===== src/hw/rtl/dmxp_pkg.sv =====
// Package for the dynamic minimum XOR pair table.
// Holds the word types, operation and status codes and controller/datapath structs.
// No dependencies.
`default_nettype none

package dmxp_pkg;

    localparam int VALUE_BITS = 30;

    localparam logic [1:0] OP_INSERT = 2'd0;
    localparam logic [1:0] OP_REMOVE = 2'd1;
    localparam logic [1:0] OP_QUERY  = 2'd2;

    localparam logic [1:0] ST_OK     = 2'd0;
    localparam logic [1:0] ST_ABSENT = 2'd1;
    localparam logic [1:0] ST_FEW    = 2'd2;
    localparam logic [1:0] ST_FULL   = 2'd3;

    localparam logic [2:0] IDX_HOLD  = 3'd0;
    localparam logic [2:0] IDX_ZERO  = 3'd1;
    localparam logic [2:0] IDX_COUNT = 3'd2;
    localparam logic [2:0] IDX_INC   = 3'd3;
    localparam logic [2:0] IDX_DEC   = 3'd4;

    localparam logic [1:0] RD_IDX = 2'd0;
    localparam logic [1:0] RD_DEC = 2'd1;
    localparam logic [1:0] RD_INC = 2'd2;

    typedef struct packed {
        logic [1:0]            op;
        logic [VALUE_BITS-1:0] value;
    } t_cmd_word;

    typedef struct packed {
        logic [VALUE_BITS-1:0] min_xor;
        logic [1:0]            status;
    } t_result_word;

    typedef struct packed {
        logic       load;
        logic [2:0] idx_mode;
        logic       rd_en;
        logic [1:0] rd_sel;
        logic       wr_en;
        logic       wr_rdata;
        logic       cnt_inc;
        logic       cnt_dec;
        logic       min_clr;
        logic       min_upd;
        logic       prev_ld;
    } t_dp_cmd;

    typedef struct packed {
        logic                  full;
        logic                  lt2;
        logic                  idx_zero;
        logic                  idx_eq_cnt;
        logic                  idx_last;
        logic                  ge;
        logic                  eq;
        logic [VALUE_BITS-1:0] min_xor;
    } t_dp_stat;

endpackage

`default_nettype wire


===== src/hw/rtl/dmxp_ctrl.sv =====
// Controller state machine of the minimum XOR pair table: sequences insert,
// remove and query over the datapath and registers the result. Depends on dmxp_pkg.
`default_nettype none

module dmxp_ctrl (
    input  wire                      i_clk,
    input  wire                      i_rst_n,
    input  wire                      i_start,
    input  wire dmxp_pkg::t_cmd_word i_word,
    input  wire dmxp_pkg::t_dp_stat  i_stat,
    output dmxp_pkg::t_dp_cmd        o_cmd,
    output logic                     o_busy,
    output logic                     o_strobe,
    output dmxp_pkg::t_result_word   o_result
);

    typedef enum logic [3:0] {
        S_IDLE, S_I_RD, S_I_CMP, S_R_RD, S_R_CMP, S_R_SH, S_R_WR,
        S_Q_RD0, S_Q_FIRST, S_Q_RD, S_Q_ACC, S_DONE
    } t_state;

    t_state     r_state, n_state;
    logic [1:0] r_status, n_status;
    logic       r_qok, n_qok;

    always_comb begin
        o_cmd    = '0;
        n_state  = r_state;
        n_status = r_status;
        n_qok    = r_qok;
        case (r_state)
            S_IDLE: begin
                n_qok = 1'b0;
                if (i_start) begin
                    o_cmd.load = 1'b1;
                    n_status   = dmxp_pkg::ST_OK;
                    n_state    = S_DONE;
                    case (i_word.op)
                        dmxp_pkg::OP_INSERT: begin
                            if (i_stat.full) begin
                                n_status = dmxp_pkg::ST_FULL;
                            end else begin
                                o_cmd.idx_mode = dmxp_pkg::IDX_COUNT;
                                n_state        = S_I_RD;
                            end
                        end
                        dmxp_pkg::OP_REMOVE: begin
                            o_cmd.idx_mode = dmxp_pkg::IDX_ZERO;
                            n_state        = S_R_RD;
                        end
                        dmxp_pkg::OP_QUERY: begin
                            if (i_stat.lt2) begin
                                n_status = dmxp_pkg::ST_FEW;
                            end else begin
                                o_cmd.idx_mode = dmxp_pkg::IDX_ZERO;
                                o_cmd.min_clr  = 1'b1;
                                n_state        = S_Q_RD0;
                            end
                        end
                        default: n_state = S_DONE;
                    endcase
                end
            end
            S_I_RD: begin
                if (i_stat.idx_zero) begin
                    o_cmd.wr_en   = 1'b1;
                    o_cmd.cnt_inc = 1'b1;
                    n_state       = S_DONE;
                end else begin
                    o_cmd.rd_en  = 1'b1;
                    o_cmd.rd_sel = dmxp_pkg::RD_DEC;
                    n_state      = S_I_CMP;
                end
            end
            S_I_CMP: begin
                o_cmd.wr_en = 1'b1;
                if (i_stat.ge) begin
                    o_cmd.wr_rdata = 1'b1;
                    o_cmd.idx_mode = dmxp_pkg::IDX_DEC;
                    n_state        = S_I_RD;
                end else begin
                    o_cmd.cnt_inc = 1'b1;
                    n_state       = S_DONE;
                end
            end
            S_R_RD: begin
                if (i_stat.idx_eq_cnt) begin
                    n_status = dmxp_pkg::ST_ABSENT;
                    n_state  = S_DONE;
                end else begin
                    o_cmd.rd_en = 1'b1;
                    n_state     = S_R_CMP;
                end
            end
            S_R_CMP: begin
                if (!i_stat.ge) begin
                    o_cmd.idx_mode = dmxp_pkg::IDX_INC;
                    n_state        = S_R_RD;
                end else if (i_stat.eq) begin
                    n_state = S_R_SH;
                end else begin
                    n_status = dmxp_pkg::ST_ABSENT;
                    n_state  = S_DONE;
                end
            end
            S_R_SH: begin
                if (i_stat.idx_last) begin
                    o_cmd.cnt_dec = 1'b1;
                    n_state       = S_DONE;
                end else begin
                    o_cmd.rd_en  = 1'b1;
                    o_cmd.rd_sel = dmxp_pkg::RD_INC;
                    n_state      = S_R_WR;
                end
            end
            S_R_WR: begin
                o_cmd.wr_en    = 1'b1;
                o_cmd.wr_rdata = 1'b1;
                o_cmd.idx_mode = dmxp_pkg::IDX_INC;
                n_state        = S_R_SH;
            end
            S_Q_RD0: begin
                o_cmd.rd_en    = 1'b1;
                o_cmd.idx_mode = dmxp_pkg::IDX_INC;
                n_state        = S_Q_FIRST;
            end
            S_Q_FIRST: begin
                o_cmd.prev_ld = 1'b1;
                n_state       = S_Q_RD;
            end
            S_Q_RD: begin
                o_cmd.rd_en    = 1'b1;
                o_cmd.idx_mode = dmxp_pkg::IDX_INC;
                n_state        = S_Q_ACC;
            end
            S_Q_ACC: begin
                o_cmd.min_upd = 1'b1;
                o_cmd.prev_ld = 1'b1;
                if (i_stat.idx_eq_cnt) begin
                    n_qok   = 1'b1;
                    n_state = S_DONE;
                end else begin
                    n_state = S_Q_RD;
                end
            end
            S_DONE:  n_state = S_IDLE;
            default: n_state = S_IDLE;
        endcase
    end

    always_ff @(posedge i_clk) begin
        if (!i_rst_n) begin
            r_state  <= S_IDLE;
            r_status <= dmxp_pkg::ST_OK;
            r_qok    <= 1'b0;
            o_strobe <= 1'b0;
            o_result <= '0;
        end else begin
            r_state  <= n_state;
            r_status <= n_status;
            r_qok    <= n_qok;
            o_strobe <= (r_state == S_DONE);
            if (r_state == S_DONE) begin
                o_result.status  <= r_status;
                o_result.min_xor <= r_qok ? i_stat.min_xor : '0;
            end
        end
    end

    assign o_busy = (r_state != S_IDLE);

endmodule

`default_nettype wire


===== config.mk =====
export PLATFORM = sky130hd
export DESIGN_NAME = dmxp_ctrl
export DESIGN_NICKNAME = d
export VERILOG_FILES = /design/src/hw/rtl/dmxp_pkg.sv /design/src/hw/rtl/dmxp_ctrl.sv
export SDC_FILE = /design/constraint.sdc
export NUM_CORES = 1
export LEC_CHECK = 0
export ABC_AREA = 1
export BUFFER_PORTS_ARGS = -buffer_cell sky130_fd_sc_hd__buf_2
export CAP_MARGIN = 0
export CORE_MARGIN = 3
export CORE_UTILIZATION = 38
export DETAILED_ROUTE_END_ITERATION = 12
export PLACE_DENSITY = 0.79
export SLEW_MARGIN = 20
export SYNTH_ARGS = -nofsm -noshare
export SYNTH_HDL_FRONTEND = slang
export SYNTH_SLANG_ARGS = --single-unit

===== constraint.sdc =====
create_clock -name i_clk -period 1.2 [get_ports i_clk]
set_input_delay 0.18 -clock i_clk [delete_from_list [all_inputs] [get_ports i_clk]]
set_output_delay 0.18 -clock i_clk [all_outputs]
set_load 0.03 [all_outputs]

# == Word level (Yosys, flattened, before mapping) ==
# Index checks and enable logic that the tools add are counted.
# classes
addsub,0
mul,0
div,0
magnitude_cmp,0
n_eq_ne,18
n_shift,0
mux,50
bitwise_logic,0
n_reduce_logical,11
# ops
operator,n
$pmux W4 S11,1
$mux W4,10
$mux W30,1
$mux W2,9
$eq A4 B3 Y1 const B,4
$eq A4 B4 Y1 const B,4
$mux W1,15
$pmux W2 S3,2
$pmux W3 S4,1
$pmux W4 S3,1
$ne A2 B2 Y1 const B,5
$mux W3,3
$eq A4 B2 Y1 const B,2
$pmux W1 S2,4
$pmux W2 S2,2
$reduce_or A2 Y1,3
$reduce_and A5 Y1,1
$eq A4 B1 Y1 const B,1
$logic_not A4 Y1,1
$pmux W1 S4,1
$reduce_bool A4 Y1,1
$reduce_bool A3 Y1,1
$reduce_or A3 Y1,1
$eq A2 B1 Y1 const B,1
4 further kinds,4
# totals
register_bits,40
latchBits,0
ram_bits,0
rom_bits,0
in_bits,72
memories,0

# == Longest topological paths before layout ==
# Gate-level depths: netlist (run 1).
# depth
depth_word,4
depth_mapped,9

# == Least setup slack after synthesis (run 1) ==
# No wires, ideal clock.
# synth_path
path_type,register -> output
start,register r_state[3]
end,output port o_cmd[10] (netlist bit)
t_arrival_ns,1.923
required_time_ns,1.020
slack_ns,-0.903
path_stages_with_launch,6
path_cell_list,dfxtp_1 > nor2_1 > nand2_2 > nor2_4 > inv_1 > o21ai_0
# synth_rtl
item,line_no,text
from (decl),dmxp_ctrl.sv:22,"t_state r_state, n_state;"
from (signal assigned),dmxp_ctrl.sv:159,r_state <= n_state;
to (decl),dmxp_ctrl.sv:11,"output dmxp_pkg::t_dp_cmd o_cmd,"

==> results of run 1 <==
[stage by stage]
step	util	cells	hold slack, ns	worst slack [ns]	total power [uW]
6_report	0.711	482	0.140	-0.482	6070
5_1_grt	0.711	482	0.137	-0.550	6340
4_1_cts	0.667	479	0.139	-0.472	5530
3_5_place_dp	0.566	457	0.446	-0.296	3760
3_3_place_gp	0.566	457	0.440	-0.257	3730
2_1_floorplan	-	281	0.333	-0.255	2880
[Yosys cell counts, drive strengths merged]
master	instances
nand2	72
dfxtp	40
o21ai	40
nand3	38
nor2	34
inv	28
buf	8
clkbuf	6
a21oi	5
ha	3
nor3	3
a211oi	1
nand4	1
nor2b	1
o2111ai	1
[worst register-to-register path: cells and delay by family, from the launching register on]
family	cells	cell delay, ns
flops	1	0.38
compound gates	2	0.22
simple gates	3	0.27
buf+inv	6	0.67
[per-layer routing]
metal,track usage,vias to the layer above,share of wire,wire (um)
met2,0.380,103,0.52,3590
met4,0.0924,0,0.034,234
met1,0.256,1134,0.39,2700
met3,0.0437,25,0.058,400
met5,0,-,0,0
li1,-,1186,-,-
[cells by family (layout without fill, tap and decap cells)]
kind of cell | count (synthesis) | count (layout)
fa+ha+maj | 3 | 3
simple gates | 149 | 149
buf+inv | 42 | 176
compound gates | 47 | 47
flops | 40 | 40
[path summary, 6_finish.rpt]
check,end,slack (ns),cells after the start
setup / recovery,o_cmd[11],-0.48,8
hold / removal,o_result[21],0.14,3
setup reg to reg,r_state[1],-0.41,11
hold reg to reg,o_result[1],0.46,2
[power by group through the flow]
stage / sequential (uW) / clock [uW] / combinational, uW
final: 1590 / 916 / 3560
after detailed placement: 1550 / 0 / 2210
after floorplan: 1550 / 0 / 1330
after global placement: 1540 / 0 / 2190
after CTS: 1550 / 929 / 3050
after global routing: 1600 / 990 / 3750
[sequential cells by signal, indices dropped and copies added, names as in the netlist]
name and flops:
r_qok 1, o_result 32, o_strobe 1, r_state 4, r_status 2
[what timing repair did]
item | CTS | global route
hold endpoints to repair | 0 | 0
setup buffers | 15 | 6
cloned | 1 | 1
endpoints found under the setup margin | 52 | 54
gates resized for setup | 90 | 68
pin swaps | 12 | 21
[layout by cell type (no fill, tap or decap), types with 2 or more instances in the layout]
cell type and instances:
a21oi_2 2, buf_6 31, o21ai_1 22, buf_2 74
o21ai_2 7, nor2_4 13, nand2_4 8, a21oi_1 2
clkbuf_8 6, buf_12 2, nand2_2 10, inv_2 7
clkinv_2 2, nand2_1 53, nand3_1 35, dfxtp_1 36
ha_1 3, nor3_4 3, nand3_2 2, inv_1 19
nor2_2 5, dfxtp_4 4, nor2_1 16, inv_4 2
buf_4 31, o21ai_0 10
[area by class of cell]
cell class,count,area (um2)
multi-input combinational,199,1230
clock buffer,6,82.6
sequential,40,816
clock inverter,2,10.0
tap,67,83.8
inverter,28,110
fill,375,1380
timing repair buffer,140,1040
==> impl_results.md, run 1 <==
* GPL Wtd Cong at 0.872
* Worst hold path class: in2reg
* Final WL at 6930 um
* Logic pwr share at 0.587
* Clock Tree Buf Depth at 2
* CP Launch Point: r_state[2]
* Worst r2r src: r_state[2]
* Io pins at 120
* Layout cell share with drive strength beyond 1 at 0.523
* Worst setup EP type: primary output
* Total GRT Usage at 0.217
* Critical path's top delay family: simple AND/OR/NAND/NOR gates
* # diodes at 0
* Core ar. at 4750 um2
* Cell leakage power at 0.00165 uW
* H-tree lvl count at 2
* Clock power frac at 0.151
* RSZ-0062 raised after global routing: true
* CTS Sinks at 40
* Failing checks: setup timing
* Remaining Overflow, GRT at 0
* Peak Freq at 595 MHz
* Initial antenna violation count at 0
* Final Worst Setup Slack at -0.482 ns
* Routed len/inst at 14.4 um
* Die W at 76.4 um
* Worst Skew at 0.00817 ns
* Worst path bufs/invs at 2
* Post-Place Cell Area at 2690 um2
* Detailed-route via count at 2,448
* Clock-pin slew of the registers on the worst-case setup and hold paths at 0.08 ns
* Adder-cell share of the synthesized area at 0.0199
* Cell breakdown of the critical path: nor2_4 > nand2_4 > nor2_4 > inv_4 > nor2_1 > nand2_1 > nand2_4 > buf_6
* Worst setup SP type: flip-flop
* Seq/Total Area, Yosys at 0.425
* CTS tree: done
* Die Area at 5840 um2
* Max cap viols at 0
* Vias in the first global route at 2,309
* First-pass GRT wire length at 10,500 um
* Switching power at 2540 uW
* Antenna-violating nets left at 0
* Top-area cell type share of the netlist area at 0.425
* Sw frac at 0.419
* Pre-antenna DRT Iters at 4
* Clk_lat worst skew at 0.29 ns
* Syn Nets at 356
* Slew margin rel. at 0.752
* Yosys cell types at 22
* Number of synthesis warnings at 0
* Vias/cell at 5.08
* Post-Syn Area at 1890 um2
* HPWL after DPL at 4090 um
* Synth Area in Compound Gates at 0.128
* Clk root buf: clkbuf_8
* Hold wc startpoint: i_stat[19]
* Peak VDD IR at 0.00140 V
* Mux cell area share after synthesis at 0
* Xor/xnor share of the synthesized area at 0
* Crit-path max cell delay at 0.38 ns
* Setup TNS Final at -10.36 ns
* Worst-Margin Slew at 0.369 ns
* CTS Buf Count at 5
* Nets at 489
* Initial Utilization at 0.397
* Layout area overhead at 79.2%
* Avg Cell Area, Syn at 6.71 um2
* Flops & latches, synth at 40
* Register share of total power at 0.262
* Design area at 3380 um2
* Final hold vios at 0
* Max-slew violation count at 0
* Iteration-0 DRC Markers at 95
* Largest net degree at the start of global routing at 21
* Gate Count Post-Synth at 281
* Crit share post-route at 1.40
* # port buffers at 89
* # setup viols final at 54
* Crit Path Category: reg2out
* Top cells by area, synth: dfxtp_1 (42%), nand2_1 (14%), o21ai_0 (10%)
* Cell internal pwr at 3520 uW
* Worst-path maximum fanout at 4
* DRC at 0
* Hold buffers post-CTS at 0
* CP arrival at 1.50 ns
* Chip height at 76.4 um
* Status: finished with violations
* Worst EP required at 1.02 ns
* Synth Area in Simple Gates at 0.338
* Crit-path slowest cell: dfxtp_4
* Power Density at 1790 nW/um2
* Synth area leader: dfxtp_1
* Site row count at 25
* Min Tclk post-route at 1.68 ns
* Largest family of logic cells by synthesized area: simple AND/OR/NAND/NOR gates
No activity file was read; power rests on OpenSTA's default activity.
==> run 2, diff against run 1 <==
--- a/config.mk
+++ b/config.mk
@@ -5,13 +5,12 @@
 export SDC_FILE = /design/constraint.sdc
 export NUM_CORES = 1
 export LEC_CHECK = 0
-export ABC_AREA = 1
 export BUFFER_PORTS_ARGS = -buffer_cell sky130_fd_sc_hd__buf_2
 export CAP_MARGIN = 0
 export CORE_MARGIN = 3
-export CORE_UTILIZATION = 38
+export CORE_UTILIZATION = 37
 export DETAILED_ROUTE_END_ITERATION = 12
-export PLACE_DENSITY = 0.79
+export PLACE_DENSITY = 0.78
 export SLEW_MARGIN = 20
 export SYNTH_ARGS = -nofsm -noshare
 export SYNTH_HDL_FRONTEND = slang
==> run 2 against run 1 <==
Net effect:
- the flow still finishes with violations (setup timing)
- synthesized area down 6.2%
- critical path depth down 3
- clock skew up 0.0022 ns
- hold slack worse by 0.040 ns
- wire length down 9.2%
- via count down 17%
- non-clock buffer count up 5
- sequential power down 3%
- maximum frequency down 2.3%
- largest power group unchanged
==> impl_results.md, run 2 <==
* Largest regs: o_result: 32 flops, r_state: 4 flops, r_status: 2 flops
* Avg Cell Area, Syn at 9.21 um2
* Nets at 408
* Worst path bufs/invs at 2
* Commonest non-fill, non-tap cells in the layout: buf_2 (74), buf_4 (42), dfxtp_1 (36), a22o_1 (30), buf_6 (26)
* Number of synthesis warnings at 0
* Vias in the first global route at 1,888
* Finished Layout Cells at 386
* Worst setup SP type: flip-flop
* Commonest cells post-synth: dfxtp_1 (40), a22o_1 (30), nand2_1 (18), nor2_1 (17)
* Clock Tree Buf Depth at 2
* Chip height at 75.2 um
* Power Density at 1840 nW/um2
* Worst Skew at 0.0104 ns
* Max cap viols at 0
* Iteration-0 DRC Markers at 67
* Final Worst Setup Slack at -0.522 ns
* DRC at 0
* Initial antenna violation count at 0
* Layout cell share with drive strength beyond 1 at 0.635
* Post-Place Cell Area at 2620 um2
* Setup TNS Final at -14.24 ns
* Initial Utilization at 0.395
* RR Endpoint: r_status[0]
* Top reg by flops: o_result
* HPWL after DPL at 3830 um
* Largest net degree at the start of global routing at 15
* Design area at 3220 um2
* Failing checks: setup timing
* R2R depth at 6
* Antenna-violating nets left at 0
* Cell leakage power at 0.00155 uW
* Worst-path maximum fanout at 7
* First-pass GRT wire length at 8850 um
* Worst EP required at 1.02 ns
* Crit share post-route at 1.43
* Cell breakdown of the critical path: inv_2 > o21ai_0 > a22oi_2 > o21ai_4 > buf_6
* WHS at 0.0997 ns
* Final hold vios at 0
* Crit Path Category: reg2out
* Most common cell in the netlist: dfxtp_1
* Clk_lat worst skew at 0.29 ns
* Synth Flop Type: dfxtp_1
* Site row count at 24
* Layout area overhead at 82.2%
* # fillers at 326
* Area of the multi-input gates at 1140 um2
* Placed cell count at 357
* CP arrival at 1.54 ns
* Slew margin rel. at 0.756
* Crit-path max cell delay at 0.39 ns
* Clk root buf: clkbuf_8
* Pre-antenna DRT Iters at 4
* Async SR Flop Fraction at 0
* Crit-path slowest cell: dfxtp_4
* Max-slew violation count at 0
* Critical path's top delay family: compound AO/OA/AOI/OAI gates
* Final WL at 6290 um
* GPL Wtd Cong at 0.923
* Peak VDD IR at 0.00151 V
* CTS Buf Count at 5
* WHS Endpoint: o_result[16]
* Hold wc startpoint: i_stat[14]
* Total GRT Usage at 0.204
* CTS tree: done
* CP Launch Point: r_state[1]
* Routed len/inst at 16.3 um
* Min Tclk post-route at 1.72 ns
* Detailed-route via count at 2,044
* Worst-Margin Slew at 0.362 ns
* H-tree lvl count at 2
* Worst setup EP type: primary output
* Syn Nets at 267
* Register area at 816 um2
* RSZ-0062 raised after global routing: true
* Gate Count Post-Synth at 192
* Hold Path Depth at 2
* Remaining Overflow, GRT at 0
* Core ar. at 4470 um2
* Number of synthesized flops with an enable pin at 0
* Commonest non-fill, non-tap cell in the layout: buf_2
* Peak Freq at 581 MHz
* Top-area cell type share of the netlist area at 0.453
* Flops & latches, synth at 40
* Clock-pin slew of the registers on the worst-case setup and hold paths at 0.08 ns
* Vias/cell at 5.30
* Die W at 75.2 um
* Worst hold path class: in2reg
* Top cells by area, synth: dfxtp_1 (45%), a22o_1 (15%), nand2_1 (3.8%)
* Post-Syn Area at 1770 um2
* Hold buffers post-CTS at 0
* Seq/Total Area, Yosys at 0.453
* Max reg flops at 32
* Io pins at 120
* Die Area at 5650 um2
* Status: finished with violations
* Yosys cell types at 37
* CTS Sinks at 40
* Worst r2r src: r_state[0]
* Synth area leader: dfxtp_1
* FF-to-FF setup slack at -0.31 ns
* # diodes at 0
* # port buffers at 89
* Final Util at 0.721
* # setup viols final at 52
==> run 2: kinds of logic after synthesis <==
family,synth area share
flip-flops,0.453
AND/OR/NAND/NOR,0.165
adder cells (fa/ha/maj),0.0212
buffers and inverters,0.0686
AO/OA/AOI/OAI,0.274
multiplexers,0.0177
==> run 2: worst max-delay path by stage <==
| stage | cells after the start | to |
|---|---|---|
| after detailed placement | 5 | o_result[13] |
| after global placement | 5 | o_result[23] |
| after CTS | 4 | o_cmd[11] |
| after global routing | 5 | o_cmd[11] |
| final | 5 | o_cmd[11] |
| after floorplan | 3 | o_cmd[10] |
==> run 2: metal layers <==
layer	global-route usage	vias up	wire, um
met1	0.263	954	2600
met4	0.0466	0	135
met3	0.0547	18	427
li1	-	978	-
met2	0.342	94	3130
met5	0	-	0
==> run 2: worst reg2reg max path: stages, from the launching register on <==
cell	delay [ns]
dfxtp_4	0.37
buf_4	0.14
and2_4	0.14
buf_6	0.12
a221o_1	0.30
a21o_1	0.21
mux2i_1	0.13
==> run 2: final cells by class <==
cell class,count,share of cell area
sequential,40,0.253
timing repair buffer,145,0.324
multi-input combinational,133,0.354
tap,52,0.0202
inverter,8,0.0109
clock inverter,2,0.0120
clock buffer,6,0.0256
==> run 2: metrics by stage <==
stage | power, uW | setup slack (ns)
after CTS | 5490 | -0.463
after detailed placement | 3650 | -0.211
after floorplan | 2880 | -0.123
after global placement | 3630 | -0.198
after global routing | 6200 | -0.587
final | 5940 | -0.522
==> run 2: where the power goes <==
part           internal (uW)  leakage (uW)  switching [uW]
clock                    680     0.0000614             476
sequential              1420      0.000326             132
combinational           1600       0.00116            1640
==> run 2: repair_timing <==
action	CTS	global route
resized for setup	64	27
pin swaps	14	12
setup buffers	11	7
setup endpoints to repair	51	54
gates cloned	4	0
